==> config.mk <==
export PLATFORM = sky130hd
export DESIGN_NAME = cal_peer_cell
export DESIGN_NICKNAME = d
export VERILOG_FILES = /design/src/rtl/core/cal_pkg.sv /design/src/rtl/core/cal_peer_cell.sv
export SDC_FILE = /design/constraint.sdc
export NUM_CORES = 1
export LEC_CHECK = 0
export BUFFER_PORTS_ARGS = -buffer_cell sky130_fd_sc_hd__buf_2
export CAP_MARGIN = 20
export CORE_UTILIZATION = 30
export DETAILED_ROUTE_END_ITERATION = 7
export GPL_ROUTABILITY_DRIVEN = 0
export PLACE_DENSITY = 0.56
export SLEW_MARGIN = 20
export SYNTH_ARGS = -nofsm -noshare
export SYNTH_HDL_FRONTEND = slang
export SYNTH_SLANG_ARGS = --single-unit
==> constraint.sdc <==
create_clock -name clock -period 9.3 [get_ports clock]
set_input_delay 0.465 -clock clock [delete_from_list [all_inputs] [get_ports clock]]
set_output_delay 0.465 -clock clock [all_outputs]
set_load 0.01 [all_outputs]
==> src/rtl/core/cal_pkg.sv <==
// Shared types and constants of the connection admission limiter.
// Holds the sweep records, the cell write commands, the operation codes, the verdicts and the CSR indices.
// Depends on nothing.
package cal_pkg;

   localparam int IDX_W = 10;
   localparam int CNT_W = 11;

   typedef enum logic [1:0] {
      OP_ATTEMPT = 2'd0,
      OP_RELEASE = 2'd1,
      OP_CLEAR   = 2'd2,
      OP_UNUSED  = 2'd3
   } opcode_type;

   typedef enum logic [2:0] {
      V_ACCEPTED   = 3'd0,
      V_TRACK_FULL = 3'd1,
      V_RATE       = 3'd2,
      V_GLOBAL     = 3'd3,
      V_PEER       = 3'd4,
      V_RELEASED   = 3'd5,
      V_UNKNOWN    = 3'd6,
      V_CLEARED    = 3'd7
   } verdict_type;

   typedef enum logic [2:0] {
      CSR_ATTEMPTS_PER_WINDOW = 3'd0,
      CSR_WINDOW_LENGTH_MS    = 3'd1,
      CSR_MAX_TRACKED_PEERS   = 3'd2,
      CSR_MAX_CONNECTIONS     = 3'd3,
      CSR_MAX_PER_PEER        = 3'd4
   } csr_index_type;

   typedef struct packed {
      logic             act;
      logic             expire_en;
      logic [31:0]      addr;
      logic [31:0]      now;
      logic             hit;
      logic [IDX_W-1:0] hit_idx;
      logic [15:0]      attempts;
      logic             free;
      logic [IDX_W-1:0] free_idx;
      logic [CNT_W-1:0] used;
   } rate_rec_type;

   typedef struct packed {
      logic             act;
      logic [31:0]      addr;
      logic             hit;
      logic [IDX_W-1:0] hit_idx;
      logic [15:0]      count;
      logic             free;
      logic [IDX_W-1:0] free_idx;
   } peer_rec_type;

   typedef struct packed {
      logic             en;
      logic [IDX_W-1:0] idx;
      logic             alloc;
      logic [31:0]      addr;
      logic [31:0]      expiry;
      logic [15:0]      attempts;
   } rate_cmd_type;

   typedef struct packed {
      logic             en;
      logic [IDX_W-1:0] idx;
      logic             set_valid;
      logic             clr_valid;
      logic [31:0]      addr;
      logic [15:0]      count;
   } peer_cmd_type;

endpackage

==> src/rtl/core/cal_peer_cell.sv <==
// One entry of the active-connection table, a stage of the peer chain.
// Reports a matching entry or the first free entry to the passing record.
// Depends on cal_pkg.
module cal_peer_cell import cal_pkg::*; #(
   parameter int IDX = 0
) (
   input  logic         clock,
   input  logic         reset,
   input  logic         clear,
   input  peer_cmd_type cmd,
   input  peer_rec_type rec_in,
   output peer_rec_type rec_out
);

   logic         valid_ff, valid_in;
   logic [31:0]  addr_ff, addr_in;
   logic [15:0]  count_ff, count_in;
   peer_rec_type rec_ff, rec_in_nx;
   logic         sel;

   always_comb begin
      sel       = cmd.en && (cmd.idx == IDX_W'(IDX));
      valid_in  = valid_ff;
      addr_in   = addr_ff;
      count_in  = count_ff;
      rec_in_nx = rec_in;
      if (valid_ff) begin
         if (!rec_in.hit && addr_ff == rec_in.addr) begin
            rec_in_nx.hit     = 1'b1;
            rec_in_nx.hit_idx = IDX_W'(IDX);
            rec_in_nx.count   = count_ff;
         end
      end else if (!rec_in.free) begin
         rec_in_nx.free     = 1'b1;
         rec_in_nx.free_idx = IDX_W'(IDX);
      end
      if (sel) begin
         if (cmd.clr_valid) begin
            valid_in = 1'b0;
         end else begin
            count_in = cmd.count;
            if (cmd.set_valid) begin
               valid_in = 1'b1;
               addr_in  = cmd.addr;
            end
         end
      end
      if (clear) begin
         valid_in = 1'b0;
      end
   end

   always_ff @(posedge clock) begin
      if (reset) begin
         valid_ff   <= 1'b0;
         rec_ff.act <= 1'b0;
      end else begin
         valid_ff   <= valid_in;
         rec_ff.act <= rec_in_nx.act;
      end
      addr_ff         <= addr_in;
      count_ff        <= count_in;
      rec_ff.addr     <= rec_in_nx.addr;
      rec_ff.hit      <= rec_in_nx.hit;
      rec_ff.hit_idx  <= rec_in_nx.hit_idx;
      rec_ff.count    <= rec_in_nx.count;
      rec_ff.free     <= rec_in_nx.free;
      rec_ff.free_idx <= rec_in_nx.free_idx;
   end

   assign rec_out = rec_ff;

endmodule

==> metrics.md <==
| Metric | Value |
|---|---|
| Seq pwr share | `0.433` |
| CTS buffer count | `17` |
| Setup crit end kind | `flop` |
| Max Clk Rate | `367 MHz` |
| Die area | `12600 um^2` |
| Mux cell area share after synthesis | `0.0493` |
| FF+latch count, synth | `120` |
| Layout cell share with drive strength beyond 1 | `0.561` |
| Synth Instances | `216` |
| Area Overhead vs Synth | `49.8%` |
| Die W | `112 um` |
| Most frequent cells in the layout | `205 x buf_2, 72 x dfxtp_1, 48 x edfxtp_1` |
| Sw Share | `0.199` |
| Vias/cell | `4.14` |
| Std-Cell Rows | `39` |
| Die Ht | `112 um` |
| CTS Hold Buffers Added | `0` |
| Logic pwr share | `0.053` |
| Peak supply drop | `0.000141 V` |
| Met3 Track Usage GR | `0.0637` |
| Net Sw Power | `0.261 mW` |
| Total negative slack | `0 ns` |
| Number of diodes | `0` |
| Remaining DRCs | `0` |
| Max-slew violation count | `0` |
| Gr busiest metal | `met2` |
| Fin area | `5480 um^2` |
| Pwr per Cell Area | `239 nW/um^2` |
| Setup violations, final | `0` |
| Clock share of power | `0.514` |
| CP max FO | `32` |
| Pre-Repair DR Iteration Count | `4` |
| Crit start category | `primary input` |
| Most common cell after layout, fill and taps aside | `buf_2` |
| Status | `complete, no violations` |
| H-tree Lvls | `4` |
| Leakage | `2.40 nW` |
| Synth Area in Compound Gates | `0.00582` |
| DP Area | `4860 um^2` |
| CTS clk-pin slew, worst paths | `0.05 ns` |
| Antenna viol nets, final | `0` |
| CTS Buffer Depth | `2` |
| Io pins | `206` |
| Worst-margin pin slew | `0.840 ns` |
| Syn_nets | `351` |
| Adder-cell area share of the yosys netlist | `0` |
| Largest family of logic cells by synthesized area | `XOR/XNOR gates` |
| Seq/Total Area, Yosys | `0.789` |
| CTS resizes | `0` |
| Number of global-route vias before repair | `2625` |
| Cell Area, Synth | `3660 um^2` |
| GRT Total Usage | `0.138` |
| Syn_area_per_cell | `16.9 um^2` |
| Synth Area in XOR/XNOR | `0.0767` |
| Crit path arrival time | `2.78 ns` |
| Min Clock Period, post-route | `2.72 ns` |
| CTS tree | `yes` |
| Setup slack, reg-to-reg | `6.96 ns` |
| Wire per inst | `13.7 um` |
| # nets final | `575` |
| Crit Path Class | `in2reg` |
| CTS root buf | `clkbuf_16` |
| Largest net degree at the start of global routing | `33` |
| Setup WS post-layout | `6.58 ns` |
| Power Internal | `1.05 mW` |
| First-pass GRT wire length | `12600 um` |
| Core footprint | `11700 um^2` |
| Setup Skew | `0.00909 ns` |
| GR met2 Demand/Resource | `0.225` |
| Crit share post-route | `0.293` |
| Slew headroom | `0.438` |
| Overflow after GRT | `0` |
| Min-Delay Path Class | `in2reg` |
| Synth Area in Simple Gates | `0.0746` |
| Max_cap viols | `0` |
| Netlist cell types | `24` |
| Unrepaired setup endpoints after global routing | `false` |
| CTS Sinks | `120` |
| Clock latency on the worst-skew pair | `0.41 ns` |
| DR iter-0 viols | `90` |
| Finished Core Util | `0.469` |
| Post-CTS setup buffers | `0` |
| Synth Warn # | `0` |
| Number of antenna violations at the first check in global routing | `0` |
| Effective utilization at floorplan | `0.313` |
| Final hold vios | `0` |
| GRT met1 Usage | `0.148` |
| Vias | `2470` |
| Pre-CTS WS | `6.12 ns` |
| Data required time of the worst path | `9.36 ns` |
| WL final | `8190 um` |
| I/O Buffers | `205` |
| Final HPWL DP | `6250 um` |
[logic make-up after synthesis]
kind of cell    Yosys count
compound gates            3
buf+inv                   3
flops                   120
xor+xnor                 32
mux                      16
simple gates             42
[worst max-delay path, cell delays in order]
cell	delay [ns]
buf_2	0.10
nor4b_1	0.31
nand2_1	0.10
nor4_1	0.40
nor2b_2	0.79
and2_1	0.22
buf_4	0.38
[flip-flops by register name (all words and copies together) (netlist names)]
register	cells
addr_ff	32
rec_out	71
count_ff	16
valid_ff	1
[final cells by class]
| cell class | instances | area (um^2) |
|---|---|---|
| Clock inverter | 13 | 179 |
| Fill cell | 1067 | 6190 |
| Inverter | 1 | 3.75 |
| Clock buffer | 19 | 433 |
| Multi-Input combinational cell | 93 | 757 |
| Sequential cell | 120 | 2880 |
| Tap cell | 143 | 179 |
| Timing Repair Buffer | 207 | 1040 |
[final timing paths]
check	startpoint	endpoint	depth (start not counted)
max	cmd[52]	addr_ff[12]$_DFFE_PP_	7
min reg2reg	valid_ff$_SDFFE_PP0P_	rec_out[10]$_SDFF_PN1_	1
min	rec_in[49]	rec_out[49]$_DFF_P_	1
max reg2reg	addr_ff[31]$_DFFE_PP_	rec_out[17]$_DFF_P_	6
[per-stage QoR]
| step | hold slack [ns] | instances | total power [mW] |
|---|---|---|---|
| floorplan | 0.396 | 216 | 0.599 |
| global placement | 0.427 | 564 | 0.647 |
| detailed placement | 0.436 | 564 | 0.648 |
| CTS | 0.153 | 596 | 1.33 |
| global route | 0.159 | 596 | 1.35 |
| finish | 0.182 | 596 | 1.31 |
[per-layer routing]
| metal | wire [um] | part of all wire |
|---|---|---|
| met5 | 0 | 0 |
| met4 | 197 | 0.024 |
| met3 | 801 | 0.098 |
| met2 | 3950 | 0.48 |
| met1 | 3240 | 0.40 |
[power by group through the flow]
stage / clock (mW) / combinational (mW) / sequential [mW]
global route: 0.711 / 0.0762 / 0.567
global placement: 0 / 0.0698 / 0.577
detailed placement: 0 / 0.0707 / 0.578
floorplan: 0 / 0.0125 / 0.587
CTS: 0.690 / 0.0710 / 0.567
finish: 0.672 / 0.0697 / 0.567
[synthesized netlist by cell type (all sizes together)]
library cell,count,area (um^2)
nor3,1,5.00
o31ai,1,7.51
a21oi,1,5.00
nand4,3,18.8
nor2b,22,138
dfxtp,72,1440
nand2b,1,6.26
nor2,1,3.75
or4,1,11.3
inv,1,3.75
xor2,19,166
a2111oi,1,8.76
buf,1,11.3
and2,1,6.26
mux2,16,180
xnor2,13,114
nor4b,1,8.76
clkbuf,1,3.75
nand2,3,11.3
edfxtp,48,1440
nor4,7,58.8
nand3,1,5.00
Power figures use the tool's default switching activity.
