File: src/rtl/core/cal_pkg.sv
// Shared types and constants of the connection admission limiter.
// Holds the sweep records, the cell write commands, the operation codes, the verdicts and the CSR indices.
// Depends on nothing.
package cal_pkg;

   localparam int IDX_W = 10;
   localparam int CNT_W = 11;

   typedef enum logic [1:0] {
      OP_ATTEMPT = 2'd0,
      OP_RELEASE = 2'd1,
      OP_CLEAR   = 2'd2,
      OP_UNUSED  = 2'd3
   } opcode_type;

   typedef enum logic [2:0] {
      V_ACCEPTED   = 3'd0,
      V_TRACK_FULL = 3'd1,
      V_RATE       = 3'd2,
      V_GLOBAL     = 3'd3,
      V_PEER       = 3'd4,
      V_RELEASED   = 3'd5,
      V_UNKNOWN    = 3'd6,
      V_CLEARED    = 3'd7
   } verdict_type;

   typedef enum logic [2:0] {
      CSR_ATTEMPTS_PER_WINDOW = 3'd0,
      CSR_WINDOW_LENGTH_MS    = 3'd1,
      CSR_MAX_TRACKED_PEERS   = 3'd2,
      CSR_MAX_CONNECTIONS     = 3'd3,
      CSR_MAX_PER_PEER        = 3'd4
   } csr_index_type;

   typedef struct packed {
      logic             act;
      logic             expire_en;
      logic [31:0]      addr;
      logic [31:0]      now;
      logic             hit;
      logic [IDX_W-1:0] hit_idx;
      logic [15:0]      attempts;
      logic             free;
      logic [IDX_W-1:0] free_idx;
      logic [CNT_W-1:0] used;
   } rate_rec_type;

   typedef struct packed {
      logic             act;
      logic [31:0]      addr;
      logic             hit;
      logic [IDX_W-1:0] hit_idx;
      logic [15:0]      count;
      logic             free;
      logic [IDX_W-1:0] free_idx;
   } peer_rec_type;

   typedef struct packed {
      logic             en;
      logic [IDX_W-1:0] idx;
      logic             alloc;
      logic [31:0]      addr;
      logic [31:0]      expiry;
      logic [15:0]      attempts;
   } rate_cmd_type;

   typedef struct packed {
      logic             en;
      logic [IDX_W-1:0] idx;
      logic             set_valid;
      logic             clr_valid;
      logic [31:0]      addr;
      logic [15:0]      count;
   } peer_cmd_type;

endpackage

File: src/rtl/core/cal_rate_cell.sv
// One entry of the attempt-window table, a stage of the rate chain.
// Expires its bucket as the sweep record passes and adds its findings to it.
// Depends on cal_pkg.
module cal_rate_cell import cal_pkg::*; #(
   parameter int IDX = 0
) (
   input  logic         clock,
   input  logic         reset,
   input  logic         clear,
   input  rate_cmd_type cmd,
   input  rate_rec_type rec_in,
   output rate_rec_type rec_out
);

   logic         valid_ff, valid_in;
   logic [31:0]  addr_ff, addr_in;
   logic [31:0]  expiry_ff, expiry_in;
   logic [15:0]  attempts_ff, attempts_in;
   rate_rec_type rec_ff, rec_in_nx;
   logic         expired, live, sel;

   always_comb begin
      expired     = valid_ff && rec_in.expire_en && (expiry_ff <= rec_in.now);
      live        = valid_ff && !expired;
      sel         = cmd.en && (cmd.idx == IDX_W'(IDX));
      valid_in    = valid_ff;
      addr_in     = addr_ff;
      expiry_in   = expiry_ff;
      attempts_in = attempts_ff;
      rec_in_nx   = rec_in;
      if (rec_in.act && expired) begin
         valid_in = 1'b0;
      end
      if (live) begin
         rec_in_nx.used = rec_in.used + CNT_W'(1);
         if (addr_ff == rec_in.addr) begin
            rec_in_nx.hit      = 1'b1;
            rec_in_nx.hit_idx  = IDX_W'(IDX);
            rec_in_nx.attempts = attempts_ff;
         end
      end else if (!rec_in.free) begin
         rec_in_nx.free     = 1'b1;
         rec_in_nx.free_idx = IDX_W'(IDX);
      end
      if (sel) begin
         attempts_in = cmd.attempts;
         if (cmd.alloc) begin
            valid_in  = 1'b1;
            addr_in   = cmd.addr;
            expiry_in = cmd.expiry;
         end
      end
      if (clear) begin
         valid_in = 1'b0;
      end
   end

   always_ff @(posedge clock) begin
      if (reset) begin
         valid_ff   <= 1'b0;
         rec_ff.act <= 1'b0;
      end else begin
         valid_ff   <= valid_in;
         rec_ff.act <= rec_in_nx.act;
      end
      addr_ff               <= addr_in;
      expiry_ff             <= expiry_in;
      attempts_ff           <= attempts_in;
      rec_ff.expire_en      <= rec_in_nx.expire_en;
      rec_ff.addr           <= rec_in_nx.addr;
      rec_ff.now            <= rec_in_nx.now;
      rec_ff.hit            <= rec_in_nx.hit;
      rec_ff.hit_idx        <= rec_in_nx.hit_idx;
      rec_ff.attempts       <= rec_in_nx.attempts;
      rec_ff.free           <= rec_in_nx.free;
      rec_ff.free_idx       <= rec_in_nx.free_idx;
      rec_ff.used           <= rec_in_nx.used;
   end

   assign rec_out = rec_ff;

endmodule

File: config.mk
export PLATFORM = sky130hd
export DESIGN_NAME = cal_rate_cell
export DESIGN_NICKNAME = d
export VERILOG_FILES = /design/src/rtl/core/cal_pkg.sv /design/src/rtl/core/cal_rate_cell.sv
export SDC_FILE = /design/constraint.sdc
export NUM_CORES = 1
export LEC_CHECK = 0
export ABC_AREA = 1
export BUFFER_PORTS_ARGS = -buffer_cell sky130_fd_sc_hd__buf_2
export CORE_MARGIN = 3
export CORE_UTILIZATION = 51
export DETAILED_ROUTE_END_ITERATION = 8
export MAX_ROUTING_LAYER = met4
export PLACE_DENSITY = 0.86
export SYNTH_ARGS = -nofsm -noshare
export SYNTH_HDL_FRONTEND = slang
export SYNTH_SLANG_ARGS = --single-unit
File: constraint.sdc
create_clock -name clock -period 19.18 [get_ports clock]
set_clock_uncertainty 0.1 [all_clocks]
set_input_delay 3.836 -clock clock [delete_from_list [all_inputs] [get_ports clock]]
set_output_delay 3.836 -clock clock [all_outputs]
set_load 0.01 [all_outputs]
==> results of run 1 <==
[tightest hold or removal path: stages (launching register included)]
cell      delay, ns
edfxtp_1       0.32
nand3_1        0.07
nand2_1        0.06
nand3_1        0.06
nand2_1        0.06
[worst max-delay path by stage]
stage,endpoint,start
5_1_grt,rec_out[6]$_DFF_P_,rec_in[72]
4_1_cts,rec_out[17]$_DFF_P_,rec_in[72]
3_5_place_dp,rec_out[31]$_DFF_P_,rec_in[72]
6_report,rec_out[31]$_DFF_P_,rec_in[72]
3_3_place_gp,rec_out[29]$_DFF_P_,rec_in[72]
2_1_floorplan,addr_ff[0]$_DFFE_PP_,cmd[82]
[through the flow]
stage,utilization [%],cells,area [um2]
finish,70.5,1171,9560
floorplan,-,652,7240
CTS,70.5,1169,9560
detailed placement,66.2,1137,8980
global placement,66.2,1137,8980
global route,70.5,1171,9560
[report_power, final]
| group | internal [uW] | leakage (uW) | switching (uW) | total, uW |
|---|---|---|---|---|
| logic | 33.9 | 0.00274 | 35.1 | 69.0 |
| registers | 446 | 0.00170 | 3.44 | 449 |
| clock network | 172 | 0.000270 | 164 | 336 |
[layout make-up]
type                            instances  area share (%)
Timing Repair Buffer                  327            17.2
Clock buffer                           17            4.45
Multi-Input combinational cell        379            22.7
Sequential cell                       196            49.4
Antenna cell                            2          0.0523
Clock inverter                         15            1.57
Tap cell                              176            2.30
Inverter                               59            2.32
[sequential cells by signal, summed over array words and instances (netlist names)]
name / cells
addr_ff: 32
rec_out: 115
expiry_ff: 32
valid_ff: 1
attempts_ff: 16
[per-layer routing]
metal / global-route usage [%] / vias up
met5: - / -
met4: 12.9 / 0
met3: 6.18 / 50
met2: 39.6 / 263
met1: 24.6 / 2556
li1: - / 2800
[cell usage after synthesis]
library cell / number / area share (%)
inv_1: 59 / 3.1
nor3_1: 10 / 0.69
nand4_1: 5 / 0.43
o21bai_2: 1 / 0.16
nor3b_1: 1 / 0.10
nand2_1: 173 / 9.0
nor3_2: 1 / 0.14
nor4_1: 2 / 0.17
dfxtp_1: 116 / 32
o21a_1: 1 / 0.10
or2_2: 1 / 0.086
buf_2: 5 / 0.35
buf_6: 6 / 0.93
xor2_1: 21 / 2.5
ha_1: 33 / 5.7
nand3_1: 50 / 3.5
or2_0: 2 / 0.17
nand3b_1: 11 / 1.1
a21oi_2: 9 / 1.1
nor2_1: 17 / 0.88
nand2_4: 1 / 0.16
xnor2_1: 17 / 2.1
buf_4: 2 / 0.21
nand2_2: 2 / 0.17
o21ai_1: 1 / 0.069
o21ai_0: 1 / 0.069
a21oi_1: 15 / 1.0
edfxtp_1: 80 / 33
buf_1: 1 / 0.052
a21o_1: 2 / 0.21
clkbuf_1: 4 / 0.21
nor2_4: 2 / 0.31
[cells by family (layout without fill, tap and decap cells)]
group / count (synthesis) / after routing / synth area share (%)
and+or+nand+nor: 278 / 278 / 16.9
buffers and inverters: 77 / 418 / 4.81
other: 0 / 2 / 0
DFF: 196 / 196 / 65.3
xor gates and xnor gates: 38 / 38 / 4.60
adders and majority gates: 33 / 33 / 5.70
AOI/OAI and AO/OA: 30 / 30 / 2.73
==> metrics, run 1 <==
final setup fails=0; Critical Path Fanout Max=49; clk slew on worst S/H paths=0.07 ns; Mapped Cells=652; startpoint types=input port; 1st-iter DRT viols=338; CP bufs+invs=2; power per cell area=89.3 nW/um2; Hold Path Sink=rec_out[36]$_DFF_P_; reg2reg end=rec_out[31]$_DFF_P_; Nets=1223; Fin Hold WS=0.504 ns; met2 WL=9.28 mm; clk buf depth=2; Post-DRT Antenna Nets=0; Port Buf Inserts=324; crit-path cells=buf_2, inv_1, ha_1, nand2_1, nor2_1, nand4_1, nor2_1, nand2_1, nand2_1, nand2_1, nand2_2, nand2_2, nand2_1, nand2_1; Syn Std Cell Area=7240 um2; FF/Latch Area=4720 um2; most frequent CP cell=nand2_1; vias in the first global route=5730; slowest cell delay on critical path=0.77 ns; Num CTS Buffers=17; DR top layer=met4; FMAX=154 MHz; Multi-input gate area=2170 um2; Avg WL per Cell=15.3 um; register area share after synthesis=65.3%; WL final=17.9 mm; Final Hold Fails=0; worst-margin pin slew=0.985 ns; min Tclk post-route=6.49 ns; clock insertion delay at the later pin of the skew report=0.43 ns; Design Power=854 uW; FP Rows=42; Slew Viols, Final=0; RSZ-0062 raised after global routing=false; Initial Utilization=53.4%; Routability Congestion=0.846; Final Cycle Share=33.8%; residual DRC count=0; Sink Count=196; Clock Tree Root=clkbuf_16; Synth warnings=0; Crit path depth=14; core area=13600 um2; Seq cells post-synth=196; Reg-to-Reg Start=expiry_ff[23]$_DFFE_PP_; WP data required=19.39 ns; commonest non-fill, non-tap cells in the layout=buf_2, nand2_1, dfxtp_1, edfxtp_1, inv_1; Die W=125 um; drt pass-1 iters=6; total track usage=23.3%; first-pass GRT wire length=27.7 mm; die height=125 um; crit path kind=in2reg; critical hold path startpoint=attempts_ff[14]$_DFFE_PP_; Mapped Nets=895; r2r setup slk=15.84 ns; Syn Area/Cell=11.1 um2; layout cell share with drive strength beyond 1=37.9%; Lkg Pwr=0.00471 uW; maximum vdd drop=0.0820 mV; critical path arrival=6.70 ns; CP top delay family=simple AND/OR/NAND/NOR gates; routed vias/inst=4.84; Hold WC Path Type=reg2reg; WL met1=6.61 mm; Die ar.=15700 um2; wire length on met3=1.24 mm; Post-CTS Resized=0; total congestion overflow=0; Slew HR=34.1%; Critical Path End Type=flop; via count=5669; area grow syn2layout=32.1%; post-CTS repair timing setup buffer count=0; Setup WS pre-CTS=12.25 ns; maximum number of pins on one net before global-route repair=66; setup TNS=0 ns; status=finished clean; H-tree levels=4; post-DP HPWL=13.6 mm; hold buffers post-CTS=0; Max Cap Viol=0; worst setup slack after layout=12.69 ns; initial antenna violation count=2; R2R depth=12; TritonCTS clock tree=yes; most common cell after layout, fill and taps aside=buf_2; slowest CP cell=nand2_2; Netlist cell types=32; WHS Path Cells=4; IO Count=325; fill count=971
Power figures use the tool's default switching activity.
==> run 2, diff against run 1 <==
Settings changed: CORE_ASPECT_RATIO set to 2, CORE_UTILIZATION 51 to 47, PLACE_DENSITY 0.86 to 0.8.
Clock period 19.18 ns to 6.25 ns, I/O delays scaled along.
==> run 2 against run 1 <==
Register-to-register slack worse by 13 ns. Combinational power grew to 3.1 times the previous value. Critical path type unchanged. Largest power group unchanged. Total power grew to 3.1 times the previous value. Critical path depth is 1 lower. Global-route usage is 1.1 points lower. Worst setup slack worse by 11 ns. Non-clock buffer count stayed put. Clock-buffer cell count is 4 higher. Largest cell class unchanged.
==> metrics, run 2 (synthesis results as in run 1) <==
vias in the first global route=5633; worst-margin pin slew=1.03 ns; Routability Congestion=0.813; layout cell share with drive strength beyond 1=38.0%; R2R depth=11; first-pass GRT wire length=27.8 mm; clk buf depth=2; setup TNS=0 ns; Num CTS Buffers=17; H-tree levels=4; RSZ-0062 raised after global routing=false; min Tclk post-route=4.09 ns; startpoint types=input port; total congestion overflow=0; post-DP HPWL=14.5 mm; via count=5629; max reg flops=115; post-CTS repair timing setup buffer count=0; most frequent CP cell=a21oi_1; Fin Hold WS=0.487 ns; Die ar.=17000 um2; critical hold path startpoint=attempts_ff[0]$_DFFE_PP_; r2r setup slk=2.76 ns; Sink Count=196; Reg-to-Reg Start=expiry_ff[21]$_DFFE_PP_; die height=182 um; Lkg Pwr=0.00475 uW; total track usage=22.2%; power per cell area=278 nW/um2; commonest non-fill, non-tap cells in the layout=buf_2, nand2_1, dfxtp_1, edfxtp_1, inv_1; WHS Path Cells=4; status=finished clean; Final Cycle Share=65.5%; maximum number of pins on one net before global-route repair=65; TritonCTS clock tree=yes; residual DRC count=0; Post-CTS Resized=0; final setup fails=0; Avg WL per Cell=15.6 um; Port Buf Inserts=324; Initial Utilization=48.3%; crit path kind=in2reg; routed vias/inst=4.73; 1st-iter DRT viols=187; initial antenna violation count=2; WL final=18.6 mm; Final Hold Fails=0; IO Count=325; slowest CP cell=nand2_2; Hold Path Sink=rec_out[22]$_DFF_P_; crit-path cells=buf_2, inv_1, ha_1, a21oi_1, nor2_1, nor2_1, nand3_1, a21oi_1, nand2_1, nand2_1, nand2_2, nand2_2, a21oi_1; reg2reg end=rec_out[11]$_DFF_P_; slowest cell delay on critical path=0.97 ns; Post-DRT Antenna Nets=0; Critical Path Fanout Max=49; Nets=1223; CP top delay family=simple AND/OR/NAND/NOR gates; core area=15000 um2; Slew HR=30.8%; WP data required=6.40 ns; Max Cap Viol=0; hold buffers post-CTS=0; clock insertion delay at the later pin of the skew report=0.42 ns; area grow syn2layout=32.9%; clk slew on worst S/H paths=0.07 ns; critical path arrival=4.24 ns; Slew Viols, Final=0; FMAX=244 MHz; Hold WC Path Type=reg2reg; CP bufs+invs=2; maximum vdd drop=0.197 mV; most common cell after layout, fill and taps aside=buf_2; Clock Tree Root=clkbuf_16; Die W=93.8 um; Critical Path End Type=flop; FP Rows=63; final core occ=64.2%; drt pass-1 iters=4
## run 2: tightest hold or removal path, cell delays in order (launching register included)
cell	delay, ns
edfxtp_1	0.32
nand3_1	0.07
nand2_1	0.06
nand3_1	0.06
nand2_1	0.05
## run 2: cell type report
class	instances	area (um2)
antenna	2	5.00
clock buffer	21	492
clock inverter	11	110
fill	1186	5360
inverter	59	221
multi-input combinational	379	2180
sequential	196	4720
tap	195	244
timing repair buffer	327	1640
## run 2: per-stage QoR
| stage | std cells | setup WS [ns] | area, um2 | power [uW] |
|---|---|---|---|---|
| 3_5_place_dp | 1156 | 1.74 | 9010 | 1620 |
| 5_1_grt | 1190 | 1.90 | 9620 | 2780 |
| 2_1_floorplan | 652 | 1.52 | 7240 | 1490 |
| 6_report | 1190 | 2.16 | 9620 | 2680 |
| 3_3_place_gp | 1156 | 1.82 | 9010 | 1610 |
| 4_1_cts | 1188 | 2.18 | 9610 | 2710 |
## run 2: layer usage
layer  vias up  GRT usage, %  part of all wire [%]
met4         0          9.49                   3.1
met2       221          40.0                    56
met3        37          4.64                   6.1
met1      2575          22.7                    35
met5         -             -                     0
li1       2796             -                     -
## run 2: power by group
group | total, uW | internal, uW | switching (uW)
sequential | 1380 | 1370 | 10.3
clock | 1090 | 615 | 474
combinational | 211 | 104 | 107
total | 2680 | 2090 | 591
## run 2: worst max path at each step
stage / from / endpoint / slack [ns] / cells after the start
3_3_place_gp: rec_in[70] / rec_out[11]$_DFF_P_ / 1.82 / 13
4_1_cts: rec_in[70] / rec_out[11]$_DFF_P_ / 2.18 / 13
2_1_floorplan: cmd[82] / addr_ff[0]$_DFFE_PP_ / 1.52 / 3
3_5_place_dp: rec_in[70] / rec_out[11]$_DFF_P_ / 1.74 / 13
5_1_grt: rec_in[70] / rec_out[3]$_DFF_P_ / 1.90 / 14
6_report: rec_in[70] / rec_out[11]$_DFF_P_ / 2.16 / 13
==> run 3, diff against run 2 <==
Clock period 6.25 ns to 4.1 ns, I/O delays scaled along.
==> run 3 against run 2 <==
Sequential power up 52%. Clock-buffer cell count down 3. Sequential cell count is the same. Critical path depth increased by 1.
==> metrics, run 3 (synthesis results as in run 1) <==
status=finished clean; slowest cell delay on critical path=0.42 ns; max reg flops=115; setup TNS=0 ns; Clock Tree Root=clkbuf_16; routed vias/inst=4.74; Critical Path Fanout Max=30; Final Cycle Share=69.5%; Num CTS Buffers=17; Die ar.=17000 um2; core area=15000 um2; min Tclk post-route=2.85 ns; Fin Hold WS=0.401 ns; vias in the first global route=5846; maximum number of pins on one net before global-route repair=41; crit path kind=in2reg; critical path arrival=3.12 ns; TritonCTS clock tree=yes; most common cell after layout, fill and taps aside=buf_2; IO Count=325; area grow syn2layout=33.1%; H-tree levels=4; Post-CTS Resized=0; initial antenna violation count=5; clk slew on worst S/H paths=0.07 ns; Avg WL per Cell=15.6 um; placed cells=1159; drt pass-1 iters=4; Routability Congestion=0.831; final setup fails=0; Die W=93.8 um; worst-margin pin slew=0.549 ns; maximum vdd drop=0.291 mV; Slew Viols, Final=0; FP Rows=63; die height=182 um; Port Buf Inserts=324; total congestion overflow=0; layout cell share with drive strength beyond 1=38.2%; Nets=1226; total track usage=22.4%; crit-path cells=buf_2, inv_1, ha_1, nand2_1, nor2_1, nand2_1, nor2_1, nand4_1, nand2_1, nand2_2, nand2_2, buf_4, nand2_1, nand2_1; power per cell area=422 nW/um2; post-DP HPWL=14.6 mm; commonest non-fill, non-tap cells in the layout=buf_2, nand2_1, dfxtp_1, edfxtp_1, inv_1; Lkg Pwr=0.00476 uW; Sink Count=196; Final Hold Fails=0; post-route insts no fill=1196; Hold WC Path Type=in2reg; Critical Path End Type=flop; slowest CP cell=buf_4; WP data required=4.37 ns; Initial Utilization=48.3%; RSZ-0062 raised after global routing=false; WL final=18.6 mm; clk buf depth=2; 1st-iter DRT viols=134; via count=5672; Slew HR=63.4%; clock insertion delay at the later pin of the skew report=0.43 ns; hold buffers post-CTS=0; Post-DRT Antenna Nets=0; FMAX=351 MHz; post-CTS repair timing setup buffer count=0; startpoint types=input port; Max Cap Viol=0; most frequent CP cell=nand2_1; first-pass GRT wire length=27.9 mm; residual DRC count=0
## run 3: through the flow
stage	total power (uW)	cell area (um2)	utilization, %	setup WS (ns)
final	4060	9630	64.3	1.25
after global routing	4210	9630	64.3	1.06
after CTS	4110	9620	64.2	1.20
after detailed placement	2470	9030	60.3	0.754
after global placement	2460	9030	60.3	0.821
after floorplan	2270	7250	-	0.678
## run 3: report_power, final
group	internal [uW]	switching [uW]	total, uW
Combinational	158	163	322
Clock	892	750	1640
Sequential	2080	14.1	2100
## run 3: path summary, 6_finish.rpt
check / start / to / depth (start not counted) / slack (ns)
worst max register to register: expiry_ff[31]$_DFFE_PP_ / rec_out[41]$_DFF_P_ / 12 / 1.41
worst max-delay path: rec_in[80] / rec_out[41]$_DFF_P_ / 14 / 1.25
worst min-delay path: rec_in[57] / rec_out[57]$_DFF_P_ / 1 / 0.40
worst min register to register: attempts_ff[6]$_DFFE_PP_ / rec_out[28]$_DFF_P_ / 4 / 0.49
## run 3: layer usage
layer  track usage, %  vias to the layer above  wire length (um)
met5                -                        -                 0
met4             9.43                        0               427
met3             4.89                       27              1130
met2             41.4                      222             10600
met1             21.8                     2615              6450
li1                 -                     2808                 -
## run 3: critical path: cells and delay by family
family | cells | cell delay [ns]
buffers and inverters | 3 | 0.57
adders and majority gates | 1 | 0.28
and+or+nand+nor | 10 | 1.43
## run 3: final cells by class
cell class / count / area (um2)
Antenna cell: 5 / 12.5
Sequential cell: 196 / 4720
Clock inverter: 14 / 135
Multi-Input combinational cell: 379 / 2180
Tap cell: 195 / 244
Inverter: 59 / 221
Timing Repair Buffer: 330 / 1670
Fill cell: 1236 / 5350
Clock buffer: 18 / 450
